$ cat src/design/cab_pkg.sv
// ----------------------------------------------------------------------------
// cab_pkg: shared types, constants and arithmetic helpers
// Pixel and channel types, the divide-by-255 helper and one step
// of the restoring divider used to renormalize source alpha.
// ----------------------------------------------------------------------------
`default_nettype none

package cab_pkg;

	typedef logic [31:0] pixel_t;
	typedef logic [7:0]  chan_t;
	typedef logic [15:0] prod_t;

	localparam chan_t ALPHA_MAX = 8'hFF;

	// fields carried along the pipe from stage 3 onward
	typedef struct packed {
		logic        opaque;
		chan_t       sa;
		chan_t       fa;
		logic [23:0] dest_bgr;
	} ctx_t;

	// divider state: partial remainder and quotient bits so far
	typedef struct packed {
		prod_t rem;
		chan_t quo;
	} div_t;

	// x / 255 rounded down, exact for x up to 255*255
	function automatic chan_t d255(input prod_t x);
		logic [16:0] t;
		logic [16:0] u;
		t = 17'(x) + 17'd255;
		u = {8'b0, t[16:8]} + 17'(x);
		return u[15:8];
	endfunction

	// two quotient bits, hi and hi-1
	function automatic div_t div2(input div_t d, input chan_t fa, input logic [2:0] hi);
		div_t        r;
		prod_t       dv;
		logic [2:0]  b;
		r = d;
		for (int k = 0; k < 2; k++) begin
			b  = hi - 3'(k);
			dv = prod_t'(fa) << b;
			if (r.rem >= dv) begin
				r.rem    = r.rem - dv;
				r.quo[b] = 1'b1;
			end
		end
		return r;
	endfunction

endpackage

`default_nettype wire

$ cat src/design/coverage_alpha_blend_bgra32_top.sv
// ----------------------------------------------------------------------------
// coverage_alpha_blend_bgra32_top: coverage-weighted source-over pixel blend
// Blends the paint color, scaled by per-pixel coverage, onto a
// non-premultiplied BGRA destination pixel.
// ----------------------------------------------------------------------------
// Takes one pixel request per cycle while the output side does not stall. The
// pipe has nine register stages: coverage times paint alpha, source alpha and
// destination weight, result alpha, a four-stage restoring divider (two quotient
// bits a stage) that renormalizes source alpha, channel products, and the final
// divide by 255 into the output register. A stall at the output holds the whole
// pipe; in_ready is low only while a result waits and out_ready is low. The
// paint color is written through the cfg channel, which is always ready, and
// must only change while no requests are in flight.
`default_nettype none

module coverage_alpha_blend_bgra32_top (
	input  wire                   clk,
	input  wire                   arst_n,
	input  wire                   cfg_valid,
	output logic                  cfg_ready,
	input  wire cab_pkg::pixel_t  paint_color,
	input  wire                   in_valid,
	output logic                  in_ready,
	input  wire cab_pkg::pixel_t  dest_pixel,
	input  wire cab_pkg::chan_t   coverage,
	output logic                  out_valid,
	input  wire                   out_ready,
	output cab_pkg::pixel_t       blended_pixel
);
	import cab_pkg::*;

	pixel_t paint_color_q;
	logic   en;

	logic   valid_s1, valid_s2, valid_s3, valid_s4, valid_s5;
	logic   valid_s6, valid_s7, valid_s8, valid_s9;

	// stage 1
	pixel_t dest_s1;
	logic   opaque_s1;
	prod_t  prod_s1;
	// stage 2
	logic        opaque_s2;
	chan_t       sa_s2;
	prod_t       wt_s2;
	logic [23:0] dest_bgr_s2;
	// stages 3..7
	ctx_t  ctx_s3, ctx_s4, ctx_s5, ctx_s6, ctx_s7;
	div_t  div_s3, div_s4, div_s5, div_s6, div_s7;
	// stage 8
	logic  opaque_s8;
	chan_t fa_s8;
	prod_t ps_b_s8, ps_g_s8, ps_r_s8;
	prod_t pd_b_s8, pd_g_s8, pd_r_s8;
	// stage 9
	pixel_t out_s9;

	chan_t sa2_c;
	chan_t sa_f_c;
	chan_t sa_inv_c;
	chan_t fa3_c;
	prod_t sum_b_c, sum_g_c, sum_r_c;

	assign cfg_ready     = 1'b1;
	assign en            = ~valid_s9 | out_ready;
	assign in_ready      = en;
	assign out_valid     = valid_s9;
	assign blended_pixel = out_s9;

	always_ff @(posedge clk or negedge arst_n) begin
		if (!arst_n) begin
			paint_color_q <= '1;
		end else if (cfg_valid) begin
			paint_color_q <= paint_color;
		end
	end

	always_ff @(posedge clk or negedge arst_n) begin
		if (!arst_n) begin
			valid_s1 <= 1'b0;
			valid_s2 <= 1'b0;
			valid_s3 <= 1'b0;
			valid_s4 <= 1'b0;
			valid_s5 <= 1'b0;
			valid_s6 <= 1'b0;
			valid_s7 <= 1'b0;
			valid_s8 <= 1'b0;
			valid_s9 <= 1'b0;
		end else if (en) begin
			valid_s1 <= in_valid;
			valid_s2 <= valid_s1;
			valid_s3 <= valid_s2;
			valid_s4 <= valid_s3;
			valid_s5 <= valid_s4;
			valid_s6 <= valid_s5;
			valid_s7 <= valid_s6;
			valid_s8 <= valid_s7;
			valid_s9 <= valid_s8;
		end
	end

	// channel sums never exceed 255*255, so 16 bits hold them
	always_comb begin
		sa2_c    = d255(prod_s1);
		fa3_c    = sa_s2 + d255(wt_s2);
		sa_f_c   = (ctx_s7.fa == ALPHA_MAX) ? ctx_s7.sa : div_s7.quo;
		sa_inv_c = ALPHA_MAX - sa_f_c;
		sum_b_c  = ps_b_s8 + pd_b_s8;
		sum_g_c  = ps_g_s8 + pd_g_s8;
		sum_r_c  = ps_r_s8 + pd_r_s8;
	end

	always_ff @(posedge clk) begin
		if (en) begin
			// s1: coverage times paint alpha
			dest_s1   <= dest_pixel;
			opaque_s1 <= (coverage == ALPHA_MAX) && (paint_color_q[31:24] == ALPHA_MAX);
			prod_s1   <= {8'b0, coverage} * {8'b0, paint_color_q[31:24]};

			// s2: source alpha, weight of destination alpha
			opaque_s2   <= opaque_s1;
			sa_s2       <= sa2_c;
			wt_s2       <= {8'b0, ALPHA_MAX - sa2_c} * {8'b0, dest_s1[31:24]};
			dest_bgr_s2 <= dest_s1[23:0];

			// s3: result alpha, divider setup (sa * 255)
			ctx_s3.opaque   <= opaque_s2;
			ctx_s3.sa       <= sa_s2;
			ctx_s3.fa       <= fa3_c;
			ctx_s3.dest_bgr <= dest_bgr_s2;
			div_s3.rem      <= {sa_s2, 8'b0} - {8'b0, sa_s2};
			div_s3.quo      <= '0;

			// s4..s7: sa * 255 / fa
			ctx_s4 <= ctx_s3;
			div_s4 <= div2(div_s3, ctx_s3.fa, 3'd7);
			ctx_s5 <= ctx_s4;
			div_s5 <= div2(div_s4, ctx_s4.fa, 3'd5);
			ctx_s6 <= ctx_s5;
			div_s6 <= div2(div_s5, ctx_s5.fa, 3'd3);
			ctx_s7 <= ctx_s6;
			div_s7 <= div2(div_s6, ctx_s6.fa, 3'd1);

			// s8: channel products
			opaque_s8 <= ctx_s7.opaque;
			fa_s8     <= ctx_s7.fa;
			ps_b_s8   <= {8'b0, paint_color_q[23:16]} * {8'b0, sa_f_c};
			ps_g_s8   <= {8'b0, paint_color_q[15:8]}  * {8'b0, sa_f_c};
			ps_r_s8   <= {8'b0, paint_color_q[7:0]}   * {8'b0, sa_f_c};
			pd_b_s8   <= {8'b0, ctx_s7.dest_bgr[23:16]} * {8'b0, sa_inv_c};
			pd_g_s8   <= {8'b0, ctx_s7.dest_bgr[15:8]}  * {8'b0, sa_inv_c};
			pd_r_s8   <= {8'b0, ctx_s7.dest_bgr[7:0]}   * {8'b0, sa_inv_c};

			// s9: divide by 255 and pack
			if (opaque_s8) begin
				out_s9 <= paint_color_q;
			end else if (fa_s8 == '0) begin
				out_s9 <= '0;
			end else begin
				out_s9 <= {fa_s8, d255(sum_b_c), d255(sum_g_c), d255(sum_r_c)};
			end
		end
	end

`ifndef SYNTHESIS
	a_fa_covers_sa: assert property (@(posedge clk) disable iff (!arst_n)
		valid_s3 |-> ctx_s3.fa >= ctx_s3.sa)
		else $error("result alpha below source alpha");

	a_div_remainder: assert property (@(posedge clk) disable iff (!arst_n)
		valid_s7 && (ctx_s7.fa != '0) |-> div_s7.rem < prod_t'(ctx_s7.fa))
		else $error("divider remainder not below divisor");

	a_opaque_copy: assert property (@(posedge clk) disable iff (!arst_n)
		valid_s8 && en && opaque_s8 |=> blended_pixel == paint_color_q)
		else $error("opaque full coverage did not pass paint color");
`endif

endmodule

`default_nettype wire
$ cat config.mk
export PLATFORM = sky130hd
export DESIGN_NAME = coverage_alpha_blend_bgra32_top
export DESIGN_NICKNAME = d
export VERILOG_FILES = /design/src/design/cab_pkg.sv /design/src/design/coverage_alpha_blend_bgra32_top.sv
export SDC_FILE = /design/constraint.sdc
export NUM_CORES = 2
export LEC_CHECK = 0
export ABC_AREA = 1
export BUFFER_PORTS_ARGS = -buffer_cell sky130_fd_sc_hd__buf_2
export CORE_ASPECT_RATIO = 1.5
export CORE_MARGIN = 10
export CORE_UTILIZATION = 55
export DETAILED_ROUTE_END_ITERATION = 8
export PLACE_DENSITY = 0.72
export SYNTH_ARGS = -nofsm -noshare
export SYNTH_HDL_FRONTEND = slang
export SYNTH_SLANG_ARGS = --single-unit
$ cat constraint.sdc
create_clock -name clk -period 34.2 [get_ports clk]
set_clock_uncertainty 0.05 [all_clocks]
set_input_delay 6.84 -clock clk [delete_from_list [all_inputs] [get_ports clk]]
set_output_delay 6.84 -clock clk [all_outputs]
set_load 0.1 [all_outputs]
==> metrics.txt <==
DRT antenna net count=0; syn_area_per_cell=between 9 and 10 µm²; Skew-Pair Late Insertion Delay=around 0.64 ns; vias per cell=between 5 and 6; TNS Setup=0 ns; FF-to-FF Start=prod_s1[7]; crit path time final=14.88 ns; Layout Nets=~5600; status=complete, no violations; Post-CTS Setup Inserts=0; vias in the first global route=31930; Netlist Area Pre-Place=between 40000 and 50000 µm²; CP Cell Sequence=buf_2 -> inv_1 -> nand2_4 -> buf_2; post-CTS resize count=0; CP endpoint kind=primary output; slowest CP cell=buf_2; cells on worst reg2reg path=31; Syn Nets=around 5500; Arr. time, crit path=roughly 8 ns; share of the synthesized area in the top cell type=36.02%; top cells by area, synth=edfxtp_1 (36%), fa_1 (14%), ha_1 (13%); yosys warns=0; # placed instances=5739; synthesized netlist cell count=4664; Post-CTS Hold Fix Bufs=0; initial antenna violation count=1; First-pass DRT Iterations=5; Reg clk slew, reported paths=0.07 ns; Clock Sinks=around 560; I/O pin total=between 100 and 150; largest net degree at the start of global routing=180; Die Area=~91000 µm²; Least-Margin Pin Slew=around 1.2 ns; Post-synth EDFFs=520; Worst Path Required=27.31 ns; n_diodes=0; die width=between 200 and 250 µm; Max Cap Viol=0; async set or reset register ratio after synthesis=7.308%; most used flip-flop cell after synthesis=edfxtp_1; first-pass GRT wire length=~150000 µm; CTS Buffer Depth=3; post-synthesis register bit count=~560; max incr delay on CP=0.54 ns; vias=just over 30000; drc violations=0; Core Area=78510 µm²; final worst-path cycle share=a little over two fifths; r2r setup slk=~27 ns; non-filler cells, final=between 5000 and 6000; slew margin rel.=between 10% and 20%; Crit Path Category=in2out; CP Launch Type=primary input; total CTS buffers=55; Area Growth Syn to Fin=8.213%; CP Capture Point=in_ready; Slew Limit Fails=0; most common cell in the netlist=nand2_1; GR Overflow Total=0; CTS Root Cell=clkbuf_16; post-synthesis sequential area ratio=about two fifths; 1st-iter DRT viols=about 1600; Synth top cells by count=nand2_1 (920), inv_1 (852), edfxtp_1 (520); row count=126; Distinct cells, synth=58; Hold Crit Class=reg2reg; RePlAce Congestion=0.8930; reg2reg end=wt_s2[14]; TritonCTS clock tree=done; Final setup viols=0; leading area contributor after synthesis=edfxtp_1; fmax=~67 MHz; CP max FO=33; Critical Path Start=out_ready; Port Buffers=between 100 and 150; gr usage total=20.99%; layout cell share with drive strength beyond 1=around 7%; Hold WS=between 0.3 and 0.4 ns; die height=approximately 360 µm; unrepaired setup endpoints after global routing=false; most frequent CP cell=buf_2; Starting Density=between 50% and 60%; wire per inst=approximately 16 µm; H-tree levels=2; Post-DP HPWL=approximately 75000 µm; Hold Path Origin=dest_bgr_s2[7]; final wirelength=roughly 95000 µm; Fin. Hold Viols=0
==> logic make-up after synthesis <==
kind of cell | count (synthesis) | share of synthesized area, %
other | 1 | 0.008649
buffers and inverters | 943 | 8.248
multiplexers | 7 | 0.1818
flip-flops | 561 | 38.47
adder cells (fa/ha/maj) | 744 | 26.65
AND/OR/NAND/NOR | 1710 | 16.19
AO/OA/AOI/OAI | 501 | 6.254
XOR/XNOR | 197 | 3.997
==> layout make-up <==
cell class                      instances  area, µm²
Tap cell                             1024       1281
Clock inverter                         39      420.4
Clock buffer                           62       1424
Inverter                              863       3244
Multi-Input combinational cell       3160      23130
Timing Repair Buffer                  131      733.2
Fill cell                            6698      31590
Sequential cell                       561      16680
==> cells in the final DEF, fill, tap and decap left out, types with 11 or more instances in the layout <==
cell type and count:
or2_2 15, and2_1 11, xor2_1 129, clkinv_1 12, nor3_1 20, fa_1 299, a21oi_1 230, ha_1 445
nand4_1 34, edfxtp_1 520, nand3b_1 12, nand2_1 919, nand3_1 171, xnor2_1 67, o21ai_2 17, dfstp_2 32
clkinv_2 12, buf_4 19, clkbuf_16 56, o21ai_0 183, inv_1 852, nor2_1 492, buf_2 110
==> worst min path at each step <==
stage | to | slack, ns | cells past startpoint
final | ctx_s3[7] | 0.34 | 0
after global routing | ctx_s6[35] | 0.36 | 0
after CTS | ctx_s6[35] | 0.36 | 0
after detailed placement | ctx_s3[6] | 0.35 | 0
after global placement | div_s7[2] | 0.35 | 0
after floorplan | ctx_s3[0] | 0.35 | 0
==> state kept, by name, indices dropped and copies added, names as in the netlist, 17 cells and up <==
name / flops
dest_s1: 32
blended_pixel: 32
ctx_s6: 41
div_s6: 21
ctx_s4: 41
paint_color_q: 32
ctx_s7: 41
ctx_s3: 41
ctx_s5: 41
dest_bgr_s2: 24
div_s5: 19
div_s4: 17
==> worst max-delay path: cells and delay by family <==
kind / cells / cell delay [ns]
buf+inv: 3 / 0.67
simple gates: 1 / 0.43
==> metrics by stage <==
| stage | util [%] | instance area (µm²) | setup slack (ns) |
|---|---|---|---|
| final | 59.76 | 46920 | 19.32 |
| after global routing | 59.76 | 46920 | 19.24 |
| after CTS | 59.76 | 46920 | 19.28 |
| after detailed placement | 57.41 | 45070 | 19.28 |
| after global placement | 57.41 | 45070 | 19.28 |
| after floorplan | - | 43360 | 5.372 |
==> metal layers <==
layer | wire length (µm) | global-route usage [%] | part of all wire, %
met1 | 34830 | 22.02 | 37
met2 | 50650 | 39.87 | 53
met3 | 4631 | 3.176 | 4.9
met4 | 4845 | 10.76 | 5.1
met5 | 0 | 0 | 0
Power is not shown: default switching activity piles up to over one toggle a cycle in this logic, so the estimate is an artifact.
